<file path="src/rtl/base64_stream_decoder_defines.svh">
// assertion macros shared by the base64 stream decoder rtl
// no dependencies; SYNTH selects the empty forms
`ifndef BASE64_STREAM_DECODER_DEFINES_SVH
`define BASE64_STREAM_DECODER_DEFINES_SVH

`ifndef SYNTH
`define B64D_ASSERT(lbl, clk, rst_n, prop) \
  lbl: assert property (@(posedge clk) disable iff (!rst_n) (prop)) \
    else $error("assertion failed");
`define B64D_ASSERT_NEVER(lbl, clk, rst_n, expr) \
  lbl: assert property (@(posedge clk) disable iff (!rst_n) !(expr)) \
    else $error("forbidden condition seen");
`else
`define B64D_ASSERT(lbl, clk, rst_n, prop)
`define B64D_ASSERT_NEVER(lbl, clk, rst_n, expr)
`endif

`endif

</file>
<file path="src/rtl/b64d_pkg.sv">
// types and constants of the base64 stream decoder
// used by the front, queue, back and top level

package b64d_pkg;

  localparam int unsigned SextetW = 6;
  localparam int unsigned AccumW  = 18;
  localparam int unsigned WordW   = 24;
  localparam int unsigned ByteW   = 8;

  localparam logic [ByteW-1:0] CharPlus  = 8'd43;
  localparam logic [ByteW-1:0] CharSlash = 8'h2f;
  localparam logic [ByteW-1:0] CharPad   = 8'h3d;

  // one decode job handed from front to back
  typedef struct packed {
    logic              bad;
    logic              fin;
    logic [1:0]        nbytes;
    logic [WordW-1:0]  word;
  } job_t;

endpackage

</file>
<file path="src/rtl/b64d_queue.sv">
// short job queue between decoder front and back
// depends on b64d_pkg and base64_stream_decoder_defines.svh
`include "base64_stream_decoder_defines.svh"

module b64d_queue #(
  parameter int unsigned Depth = 4
) (
  input  logic           clk_i,
  input  logic           rst_ni,
  input  logic           push_i,
  input  b64d_pkg::job_t push_job_i,
  output logic           full_o,
  input  logic           pop_i,
  output b64d_pkg::job_t head_job_o,
  output logic           empty_o
);
  import b64d_pkg::*;

  localparam int unsigned PtrW = $clog2(Depth);
  localparam int unsigned CntW = $clog2(Depth + 1);

  job_t            mem_q [Depth];
  logic [PtrW-1:0] wr_ptr_q, wr_ptr_d;
  logic [PtrW-1:0] rd_ptr_q, rd_ptr_d;
  logic [CntW-1:0] cnt_q, cnt_d;
  logic            do_push, do_pop;

  assign full_o     = (cnt_q == CntW'(Depth));
  assign empty_o    = (cnt_q == '0);
  assign head_job_o = mem_q[rd_ptr_q];
  assign do_push    = push_i && !full_o;
  assign do_pop     = pop_i && !empty_o;

  always_comb begin
    wr_ptr_d = wr_ptr_q;
    rd_ptr_d = rd_ptr_q;
    cnt_d    = cnt_q;
    if (do_push) begin
      wr_ptr_d = (wr_ptr_q == PtrW'(Depth - 1)) ? '0 : wr_ptr_q + 1'b1;
    end
    if (do_pop) begin
      rd_ptr_d = (rd_ptr_q == PtrW'(Depth - 1)) ? '0 : rd_ptr_q + 1'b1;
    end
    if (do_push && !do_pop) begin
      cnt_d = cnt_q + 1'b1;
    end else if (do_pop && !do_push) begin
      cnt_d = cnt_q - 1'b1;
    end
  end

  always_ff @(posedge clk_i or negedge rst_ni) begin
    if (!rst_ni) begin
      wr_ptr_q <= '0;
      rd_ptr_q <= '0;
      cnt_q    <= '0;
    end else begin
      wr_ptr_q <= wr_ptr_d;
      rd_ptr_q <= rd_ptr_d;
      cnt_q    <= cnt_d;
    end
  end

  always_ff @(posedge clk_i) begin
    if (do_push) begin
      mem_q[wr_ptr_q] <= push_job_i;
    end
  end

  `B64D_ASSERT_NEVER(a_no_push_when_full, clk_i, rst_ni, push_i && full_o)
  `B64D_ASSERT_NEVER(a_cnt_in_range, clk_i, rst_ni, cnt_q > CntW'(Depth))

endmodule

</file>
<file path="src/rtl/b64d_front.sv">
// decoder front: takes characters, classifies them, tracks group state
// and issues decode jobs; depends on b64d_pkg and the defines header
`include "base64_stream_decoder_defines.svh"

module b64d_front (
  input  logic           clk_i,
  input  logic           rst_ni,
  input  logic           push_i,
  input  logic [7:0]     data_char_i,
  input  logic           is_final_i,
  input  logic           q_full_i,
  output logic           job_push_o,
  output b64d_pkg::job_t job_o
);
  import b64d_pkg::*;

  typedef enum logic [1:0] {
    ClsData,
    ClsPad,
    ClsBad
  } cls_e;

  logic [1:0]        phase_q, phase_d;
  logic [AccumW-1:0] accum_q, accum_d;
  logic [1:0]        pad_q, pad_d;
  logic              err_q, err_d;
  logic              accept;
  cls_e              cls;
  logic [SextetW-1:0] val;
  logic [SextetW-1:0] v;
  logic [1:0]        pad_n;
  logic              raise_err;

  always_comb begin
    cls = ClsData;
    val = '0;
    if (data_char_i >= 8'h41 && data_char_i <= 8'h5a) begin
      val = SextetW'(data_char_i - 8'h41);
    end else if (data_char_i >= 8'h61 && data_char_i <= 8'h7a) begin
      val = SextetW'(data_char_i - 8'h61 + 8'd26);
    end else if (data_char_i >= 8'h30 && data_char_i <= 8'h39) begin
      val = SextetW'(data_char_i - 8'h30 + 8'd52);
    end else if (data_char_i == CharPlus) begin
      val = 6'd62;
    end else if (data_char_i == CharSlash) begin
      val = 6'd63;
    end else if (data_char_i == CharPad) begin
      cls = ClsPad;
    end else begin
      cls = ClsBad;
    end
  end

  assign accept = push_i && !q_full_i;
  assign v      = (cls == ClsPad) ? '0 : val;
  assign pad_n  = (cls == ClsPad) ? pad_q + 1'b1 : pad_q;

  always_comb begin
    phase_d    = phase_q;
    accum_d    = accum_q;
    pad_d      = pad_q;
    err_d      = err_q;
    job_push_o = 1'b0;
    job_o      = '0;
    raise_err  = 1'b0;
    if (accept) begin
      if (err_q) begin
        raise_err = is_final_i;
      end else if (cls == ClsBad) begin
        raise_err = 1'b1;
      end else if (cls == ClsPad && phase_q < 2'd2) begin
        raise_err = 1'b1;
      end else if (cls == ClsData && pad_q != 2'd0) begin
        raise_err = 1'b1;
      end else if (phase_q != 2'd3) begin
        accum_d   = {accum_q[AccumW-SextetW-1:0], v};
        phase_d   = phase_q + 1'b1;
        pad_d     = pad_n;
        raise_err = is_final_i;
      end else begin
        job_push_o   = 1'b1;
        job_o.word   = {accum_q, v};
        job_o.fin    = is_final_i;
        job_o.nbytes = (pad_n >= 2'd2) ? 2'd1 : ((pad_n == 2'd1) ? 2'd2 : 2'd3);
        phase_d      = '0;
        accum_d      = '0;
        pad_d        = pad_n;
      end
      if (raise_err) begin
        job_push_o   = 1'b1;
        job_o        = '0;
        job_o.bad    = 1'b1;
        job_o.fin    = is_final_i;
        job_o.nbytes = 2'd1;
        err_d        = 1'b1;
      end
      if (is_final_i) begin
        phase_d = '0;
        accum_d = '0;
        pad_d   = '0;
        err_d   = 1'b0;
      end
    end
  end

  always_ff @(posedge clk_i or negedge rst_ni) begin
    if (!rst_ni) begin
      phase_q <= '0;
      accum_q <= '0;
      pad_q   <= '0;
      err_q   <= 1'b0;
    end else begin
      phase_q <= phase_d;
      accum_q <= accum_d;
      pad_q   <= pad_d;
      err_q   <= err_d;
    end
  end

  `B64D_ASSERT_NEVER(a_pad_count_bound, clk_i, rst_ni, pad_q == 2'd3)
  `B64D_ASSERT(a_final_clears, clk_i, rst_ni,
               (accept && is_final_i) |=> (phase_q == 2'd0 && pad_q == 2'd0 && !err_q))

endmodule

</file>
<file path="src/rtl/b64d_back.sv">
// decoder back: splits queued jobs into result words and holds the
// output register; depends on b64d_pkg and the defines header
`include "base64_stream_decoder_defines.svh"

module b64d_back (
  input  logic           clk_i,
  input  logic           rst_ni,
  input  b64d_pkg::job_t head_job_i,
  input  logic           q_empty_i,
  output logic           q_pop_o,
  input  logic           pop_i,
  output logic           empty_o,
  output logic [7:0]     out_byte_o,
  output logic           bad_input_o,
  output logic           run_last_o,
  output logic           string_done_o
);
  import b64d_pkg::*;

  logic [1:0]       idx_q, idx_d;
  logic             ov_q;
  logic [ByteW-1:0] byte_q, byte_d;
  logic             bad_q, last_q, done_q;
  logic             last_d;
  logic             load;

  assign empty_o       = !ov_q;
  assign out_byte_o    = byte_q;
  assign bad_input_o   = bad_q;
  assign run_last_o    = last_q;
  assign string_done_o = done_q;

  assign load    = !q_empty_i && (!ov_q || pop_i);
  assign last_d  = head_job_i.bad || ((idx_q + 1'b1) == head_job_i.nbytes);
  assign q_pop_o = load && last_d;
  assign idx_d   = last_d ? '0 : idx_q + 1'b1;

  always_comb begin
    unique case (idx_q)
      2'd0:    byte_d = head_job_i.word[23:16];
      2'd1:    byte_d = head_job_i.word[15:8];
      default: byte_d = head_job_i.word[7:0];
    endcase
    if (head_job_i.bad) begin
      byte_d = '0;
    end
  end

  always_ff @(posedge clk_i or negedge rst_ni) begin
    if (!rst_ni) begin
      ov_q  <= 1'b0;
      idx_q <= '0;
    end else begin
      if (load) begin
        ov_q  <= 1'b1;
        idx_q <= idx_d;
      end else if (pop_i) begin
        ov_q  <= 1'b0;
      end
    end
  end

  always_ff @(posedge clk_i) begin
    if (load) begin
      byte_q <= byte_d;
      bad_q  <= head_job_i.bad;
      last_q <= last_d;
      done_q <= last_d && head_job_i.fin;
    end
  end

  `B64D_ASSERT_NEVER(a_idx_in_job, clk_i, rst_ni,
                     !q_empty_i && !head_job_i.bad && idx_q >= head_job_i.nbytes)

endmodule

</file>
<file path="src/rtl/base64_stream_decoder.sv">
// base64 stream decoder, standard alphabet
// takes one character per word on the input queue interface and gives
// decoded bytes, one per word, on the result queue interface
// a final group of four gives three bytes, two or one when '=' pads it
// bad characters, misplaced '=', data after '=' or a short final group
// give one error word (byte 0, bad_input_o set); after that the string's
// characters are dropped until the final one, which gives one more error
// word with string_done_o set
// a taken character's job is written into the job queue, and the back then loads
// its words into the output register, once that register is empty or popped
// throughput: one character per cycle sustained while full is low; four
// characters give at most three words and the back emits one word per
// cycle while pop is high, so it keeps pace; full is high while the job
// queue (Depth entries) is full; if pop stays low the output register
// holds its word, the queue fills and full rises; nothing is lost
// reset empties the queue and the output register and clears group state
// depends on b64d_pkg, b64d_front, b64d_queue, b64d_back

module base64_stream_decoder #(
  parameter int unsigned Depth = 4
) (
  input  logic       clk_i,
  input  logic       rst_ni,
  input  logic       push,
  output logic       full,
  input  logic [7:0] data_char_i,
  input  logic       is_final_i,
  output logic       empty,
  input  logic       pop,
  output logic [7:0] out_byte_o,
  output logic       bad_input_o,
  output logic       run_last_o,
  output logic       string_done_o
);
  import b64d_pkg::*;

  job_t job;
  job_t head_job;
  logic job_push;
  logic q_empty;
  logic q_pop;

  b64d_front u_front (
    .clk_i       (clk_i),
    .rst_ni      (rst_ni),
    .push_i      (push),
    .data_char_i (data_char_i),
    .is_final_i  (is_final_i),
    .q_full_i    (full),
    .job_push_o  (job_push),
    .job_o       (job)
  );

  b64d_queue #(
    .Depth (Depth)
  ) u_queue (
    .clk_i      (clk_i),
    .rst_ni     (rst_ni),
    .push_i     (job_push),
    .push_job_i (job),
    .full_o     (full),
    .pop_i      (q_pop),
    .head_job_o (head_job),
    .empty_o    (q_empty)
  );

  b64d_back u_back (
    .clk_i         (clk_i),
    .rst_ni        (rst_ni),
    .head_job_i    (head_job),
    .q_empty_i     (q_empty),
    .q_pop_o       (q_pop),
    .pop_i         (pop),
    .empty_o       (empty),
    .out_byte_o    (out_byte_o),
    .bad_input_o   (bad_input_o),
    .run_last_o    (run_last_o),
    .string_done_o (string_done_o)
  );

endmodule

</file>
<file path="config.mk">
export PLATFORM = sky130hd
export DESIGN_NAME = base64_stream_decoder
export DESIGN_NICKNAME = d
export VERILOG_FILES = /design/src/rtl/b64d_pkg.sv /design/src/rtl/b64d_queue.sv /design/src/rtl/b64d_front.sv /design/src/rtl/b64d_back.sv /design/src/rtl/base64_stream_decoder.sv
export VERILOG_INCLUDE_DIRS = /design/src /design/src/rtl
export SDC_FILE = /design/constraint.sdc
export NUM_CORES = 1
export LEC_CHECK = 0
export ABC_AREA = 1
export BUFFER_PORTS_ARGS = -buffer_cell sky130_fd_sc_hd__buf_2
export CAP_MARGIN = 5
export CORE_MARGIN = 8
export CORE_UTILIZATION = 48
export CTS_CLUSTER_DIAMETER = 30
export CTS_CLUSTER_SIZE = 24
export DETAILED_ROUTE_END_ITERATION = 10
export PLACE_DENSITY_LB_ADDON = 0.25
export SLEW_MARGIN = 20
export SYNTH_ARGS = -nofsm -noshare
export SYNTH_HDL_FRONTEND = slang
export SYNTH_SLANG_ARGS = --single-unit
export TNS_END_PERCENT = 5
</file>
<file path="constraint.sdc">
create_clock -name clk_i -period 5.2 [get_ports clk_i]
set_input_delay 0.52 -clock clk_i [delete_from_list [all_inputs] [get_ports clk_i]]
set_output_delay 0.52 -clock clk_i [all_outputs]
set_load 0.02 [all_outputs]
</file>
==> results of run 1 <==
metal layers:
layer / global-route usage / wire length, um
met5: 0 / 0
met1: 0.211 / 7060
met4: 0.0531 / 192
met2: 0.272 / 7390
met3: 0.0318 / 724
per-stage QoR:
stage                     cell area (um2)  setup slack, ps  std cells
final                                8180             1730        927
after global routing                 8180             1450        927
after CTS                            8180             1670        927
after detailed placement             7590             1350        895
after global placement               7590             1450        895
after floorplan                      7320              836        702
worst max-delay path, stage by stage (launching register included):
cell and delay [ps]:
dfrtp_1 360, buf_4 230, inv_1 370, buf_4 340, a21oi_1 70, a32oi_1 240, clkinv_1 320, nand2_1 240
nand2_1 160, ha_1 260, inv_1 90, fa_1 420, mux2_2 260
power by group through the flow:
stage,Sequential [mW],Clock (mW),Combinational [mW]
floorplan,1.82,0,0.980
global placement,1.76,0,1.40
detailed placement,1.77,0,1.42
CTS,1.75,1.22,1.43
global route,1.77,1.27,1.59
finish,1.74,1.21,1.41
final timing paths:
kind	end	startpoint	slack (ps)	cells after the start
setup / recovery	u_queue.cnt_q[1]	u_queue.rd_ptr_q[1]	1730	12
hold / removal	u_back.idx_q[1]	rst_ni	170	1
setup reg to reg	u_queue.cnt_q[1]	u_queue.rd_ptr_q[1]	1730	12
hold reg to reg	u_front.accum_q[15]	u_front.accum_q[15]	480	2
max in group asynchronous	u_front.accum_q[17]	rst_ni	4530	1
min in group clk_i	u_back.ov_q	pop	300	2
state kept, by name (all words and copies together) (netlist names):
| name | count |
|---|---|
| u_back.idx_q | 2 |
| u_front.err_q | 1 |
| u_back.ov_q | 1 |
| u_front.pad_q | 2 |
| u_back.bad_input_o | 1 |
| u_queue.mem_q | 112 |
| u_front.accum_q | 18 |
| u_queue.rd_ptr_q | 2 |
| u_front.phase_q | 2 |
| u_back.out_byte_o | 8 |
| u_queue.wr_ptr_q | 2 |
| u_back.run_last_o | 1 |
| u_queue.cnt_q | 3 |
| u_back.string_done_o | 1 |
cell families (layout without fill, tap and decap cells):
logic type | count (synthesis) | count (layout)
compound gates | 135 | 135
fa+ha+maj | 20 | 20
xor+xnor | 12 | 12
simple gates | 283 | 283
mux | 1 | 1
flops | 156 | 156
buf+inv | 95 | 132
layout make-up:
class | instances | area [um2]
Inverter | 67 | 251
Tap cell | 188 | 235
Multi-Input combinational cell | 451 | 2400
Sequential cell | 156 | 4520
Clock inverter | 12 | 120
Clock buffer | 20 | 467
Timing Repair Buffer | 33 | 185
Fill cell | 1293 | 6860
cell usage after synthesis:
library cell	number
nor2_8	2
buf_6	5
o22ai_1	28
nand3_2	5
nand3b_1	5
clkbuf_1	16
a22oi_1	1
nor3_1	1
xor2_1	10
a21boi_2	3
nand2_4	3
ha_1	19
mux2_2	1
edfxtp_1	123
nor2_1	100
nand3_1	30
inv_2	6
a21oi_2	1
nor2_2	2
dfrtp_1	33
o21ai_0	66
or2_2	1
xnor2_1	2
buf_4	1
a21oi_1	14
buf_2	4
inv_1	59
o211ai_1	5
fa_1	1
buf_1	2
a32oi_1	1
o21ai_1	2
o21ai_2	13
a21boi_0	1
nand2_2	1
clkinv_1	2
nand2_1	133
==> metrics.csv, run 1 <==
metric,value,unit
synth_top_cell_area_share,0.505,
critPathKind,flip-flop to flip-flop,
ys_types,37,
grt.total_usage,0.163,
synth_area,7320,um2
mostFrequentLayoutCells,"nand2_1, edfxtp_1, nor2_1, o21ai_0, inv_1",
swShare,0.351,
hold_violations,0,
ctsResizeCount,0,
worstPathMaxFanout,29,
vias,4990,
clkPwrFrac,0.277,
hold_buffers,0,
numPortBuffers,25,
cts_made_buffers,17,
yosys.area_share.simple,0.166,
grt_max_degree,59,
p_seq_frac,0.400,
cp-end-kind,flip-flop,
num_rows,45,
die_w,139,um
holdWs,173,ps
core,15000,um2
avgViaCountPerCell,5.38,
synth_cells,702,
die_h,139,um
fin_skew,9.29,ps
clk_pin_slew,60,ps
powerDensity,534,nW/um2
worstMarginPinSlew,762,ps
ys_seq_area_frac,0.618,
final_common_cell,nand2_1,
start_util,0.487,
power_frac_comb,0.323,
status,"finished, final reports clean",
cp-start-kind,flip-flop,
synth_compound_area_frac,0.110,
ios,26,
post-route-util,0.544,
gp_congestion,0.820,
cts_num_sinks,156,
finalSetupViolCount,0,
relSlewSlack,0.492,
p_leak,3.31,nW
insertion_delay,420,ps
ant_nets,0,
netSwitchingPower,1.53,mW
min_path_type,input port to async pin,
power,4.36,mW
yosysTopAreaCell,edfxtp_1,
synth_top_family_by_area,simple AND/OR/NAND/NOR gates,
wl,15.4,mm
area_growth,11.8,%
die_area,19400,um2
synthMuxAreaShare,0.00154,
firstDrtPassIters,5,
ir_worst_vdd,0.000237,V
dp_hpwl,9.95,mm
overflow,0,
power.internal,2.83,mW
final_max_slew_viol_count,0,
grt_pass1_wl,25.3,mm
post-cts-setup-buffers,0,
worstPathArrival,3770,ps
fin_crit_sh,0.667,
nNetsFinal,759,
wl_per_cell,16.6,um
synth_xor_area_frac,0.0144,
tns,0,ps
min_period,3470,ps
synth_area_leaders,"edfxtp_1, dfrtp_1, nand2_1, nor2_1, o21ai_0",
ys_seq_elements,156,
cts_root_buf,clkbuf_16,
cts_tree,built,
synth_fa_ha_area_frac,0.0352,
drtIter0Drc,365,
syn_area_per_cell,10.4,um2
clock_path_buffers,2,
htreeDepth,4,
synth_fp_nets,735,
maxCapViolCount,0,
remaining_drc_errors,0,
fmax,288,MHz
rsz0062_at_grt,no,
yosysWarnings,0,
grt_pass1_vias,4940,
grt_antenna_before_repair,0,
layout-drive-gt1-share,0.141,
cp.required,5500,ps
diodes,0,
Note: power is estimated with default switching activity, not from simulation.
==> inputs of run 2 (changes only) <==
==> constraint.sdc (replaced) <==
create_clock -name clk_i -period 3.29 [get_ports clk_i]
set_input_delay 0.329 -clock clk_i [delete_from_list [all_inputs] [get_ports clk_i]]
set_output_delay 0.329 -clock clk_i [all_outputs]
set_load 0.02 [all_outputs]
==> run 2 against run 1 <==
Core utilization up 1.3 points. Final cell count up 1.5%. Count of clock-buffer cells in the layout up 4. Critical path type unchanged. Largest power group unchanged. Clock skew about the same. Register-to-register slack worse by 1200 ps. Global-route usage up 0.59 points. Die area unchanged. Setup slack worse by 1200 ps.
==> metrics.csv, run 2 (synthesized netlist as in run 1, its figures left out) <==
metric,value,unit,change
status,"finished, final reports clean",,
worstPathMaxFanout,3,,-90%
setup_slack,563,ps,-1170 ps
die_area,19400,um2,unchanged
hold_buffers,0,,unchanged
top_register,u_queue.mem_q,,
worstRegToRegCells,11,,-1
area_growth,14.5,%,
mostFrequentLayoutCells,"nand2_1, edfxtp_1, nor2_1, o21ai_0, inv_1",,
fin_skew,9.61,ps,+0.321 ps
place_area,7740,um2,+2.0%
post-route-util,0.557,,+0.0134
ir_worst_vdd,0.000426,V,+80%
min_path_type,input port to async pin,,
hold_violations,0,,unchanged
gp_congestion,0.809,,-1.4%
die_w,139,um,unchanged
maxCapViolCount,0,,unchanged
rr_startpoint,u_queue.cnt_q[0],,
cts_made_buffers,17,,unchanged
p_leak,3.41,nW,+3.1%
nNetsFinal,773,,+1.8%
cp-end-kind,flip-flop,,
wl,15.9,mm,+3.4%
worstMarginPinSlew,822,ps,+60.5 ps
tns,0,ps,unchanged
wl_per_cell,16.9,um,+1.9%
min_period,2730,ps,-743 ps
critPathKind,flip-flop to flip-flop,,
relSlewSlack,0.452,,-0.0403
final_common_cell,nand2_1,,
cts_tree,built,,
worstPathArrival,3030,ps,-740 ps
start_util,0.487,,unchanged
avgViaCountPerCell,5.39,,+0.13%
grt_antenna_before_repair,0,,unchanged
overflow,0,,unchanged
dp_hpwl,10.3,mm,+3.1%
placed_cells,909,,+1.6%
core,15000,um2,unchanged
grt_pass1_wl,25.7,mm,+1.3%
powerDensity,865,nW/um2,+62%
diodes,0,,unchanged
post-cts-setup-buffers,0,,unchanged
largest_reg_flops,112,,unchanged
r2r_end,u_queue.cnt_q[1],,
pre_cts_slack,216,ps,-1130 ps
clock_path_buffers,2,,unchanged
grt.total_usage,0.169,,+0.00592
ios,26,,unchanged
rsz0062_at_grt,no,,
remaining_drc_errors,0,,unchanged
grt_pass1_vias,4973,,+0.67%
fin_area,8380,um2,+2.5%
fin_cells,941,,+1.5%
firstDrtPassIters,5,,unchanged
power,7.25,mW,+66%
fillers,1259,,-2.6%
fin_crit_sh,0.829,,+0.162
fmax,367,MHz,+27%
cts_root_buf,clkbuf_16,,
ff2ff_setup_slack,560,ps,-1170 ps
htreeDepth,4,,unchanged
cts_num_sinks,156,,unchanged
layout-drive-gt1-share,0.149,,+0.00801
final_max_slew_viol_count,0,,unchanged
insertion_delay,420,ps,about the same
cp-start-kind,flip-flop,,
die_h,139,um,unchanged
clk_pin_slew,60,ps,about the same
numPortBuffers,25,,unchanged
ctsResizeCount,0,,unchanged
cp.required,3600,ps,-1900 ps
drtIter0Drc,375,,+2.7%
ant_nets,0,,unchanged
vias,5072,,+1.6%
finalSetupViolCount,0,,unchanged
grt_max_degree,36,,-39%
holdWs,1.19,ps,-172 ps
num_rows,45,,unchanged
[run 2: cell type report]
type | instances | area, um2 | area share
Sequential cell | 156 | 4520 | 0.539
Multi-Input combinational cell | 451 | 2400 | 0.286
Clock buffer | 24 | 472 | 0.0563
Timing Repair Buffer | 47 | 340 | 0.0406
Inverter | 67 | 251 | 0.0300
Tap cell | 188 | 235 | 0.0281
Clock inverter | 8 | 164 | 0.0196
[run 2: how the worst max path moves through the flow]
stage	start	endpoint	slack [ps]	cells past startpoint
floorplan	data_char_i[0]	u_queue.mem_q[0][0]	320	14
global placement	data_char_i[2]	u_queue.cnt_q[2]	260	21
detailed placement	data_char_i[2]	u_queue.cnt_q[2]	220	21
CTS	u_queue.cnt_q[0]	u_queue.cnt_q[1]	550	11
global route	data_char_i[2]	u_queue.cnt_q[2]	300	21
finish	u_queue.cnt_q[0]	u_queue.cnt_q[1]	560	11
[run 2: worst max-delay path: stages (launching register included)]
cell,delay [ps]
dfrtp_1,420
or2_2,340
o21ai_0,410
inv_1,160
nand2_2,150
nor2_8,40
nand2_4,50
nand2_1,90
ha_1,190
inv_1,90
fa_1,410
mux2_2,270
[run 2: power breakdown]
group	total, mW	internal, mW	switching (mW)
clock	2.09	1.38	0.706
combinational	2.40	0.789	1.61
sequential	2.76	2.61	0.151
[run 2: per-layer routing]
| metal | up-vias | track usage | share of wire | wire length, um |
|---|---|---|---|---|
| li1 | 2455 | - | - | - |
| met1 | 2453 | 0.203 | 0.43 | 6840 |
| met2 | 147 | 0.292 | 0.50 | 7990 |
| met3 | 17 | 0.0400 | 0.053 | 837 |
| met4 | 0 | 0.0618 | 0.014 | 221 |
| met5 | - | 0 | 0 | 0 |
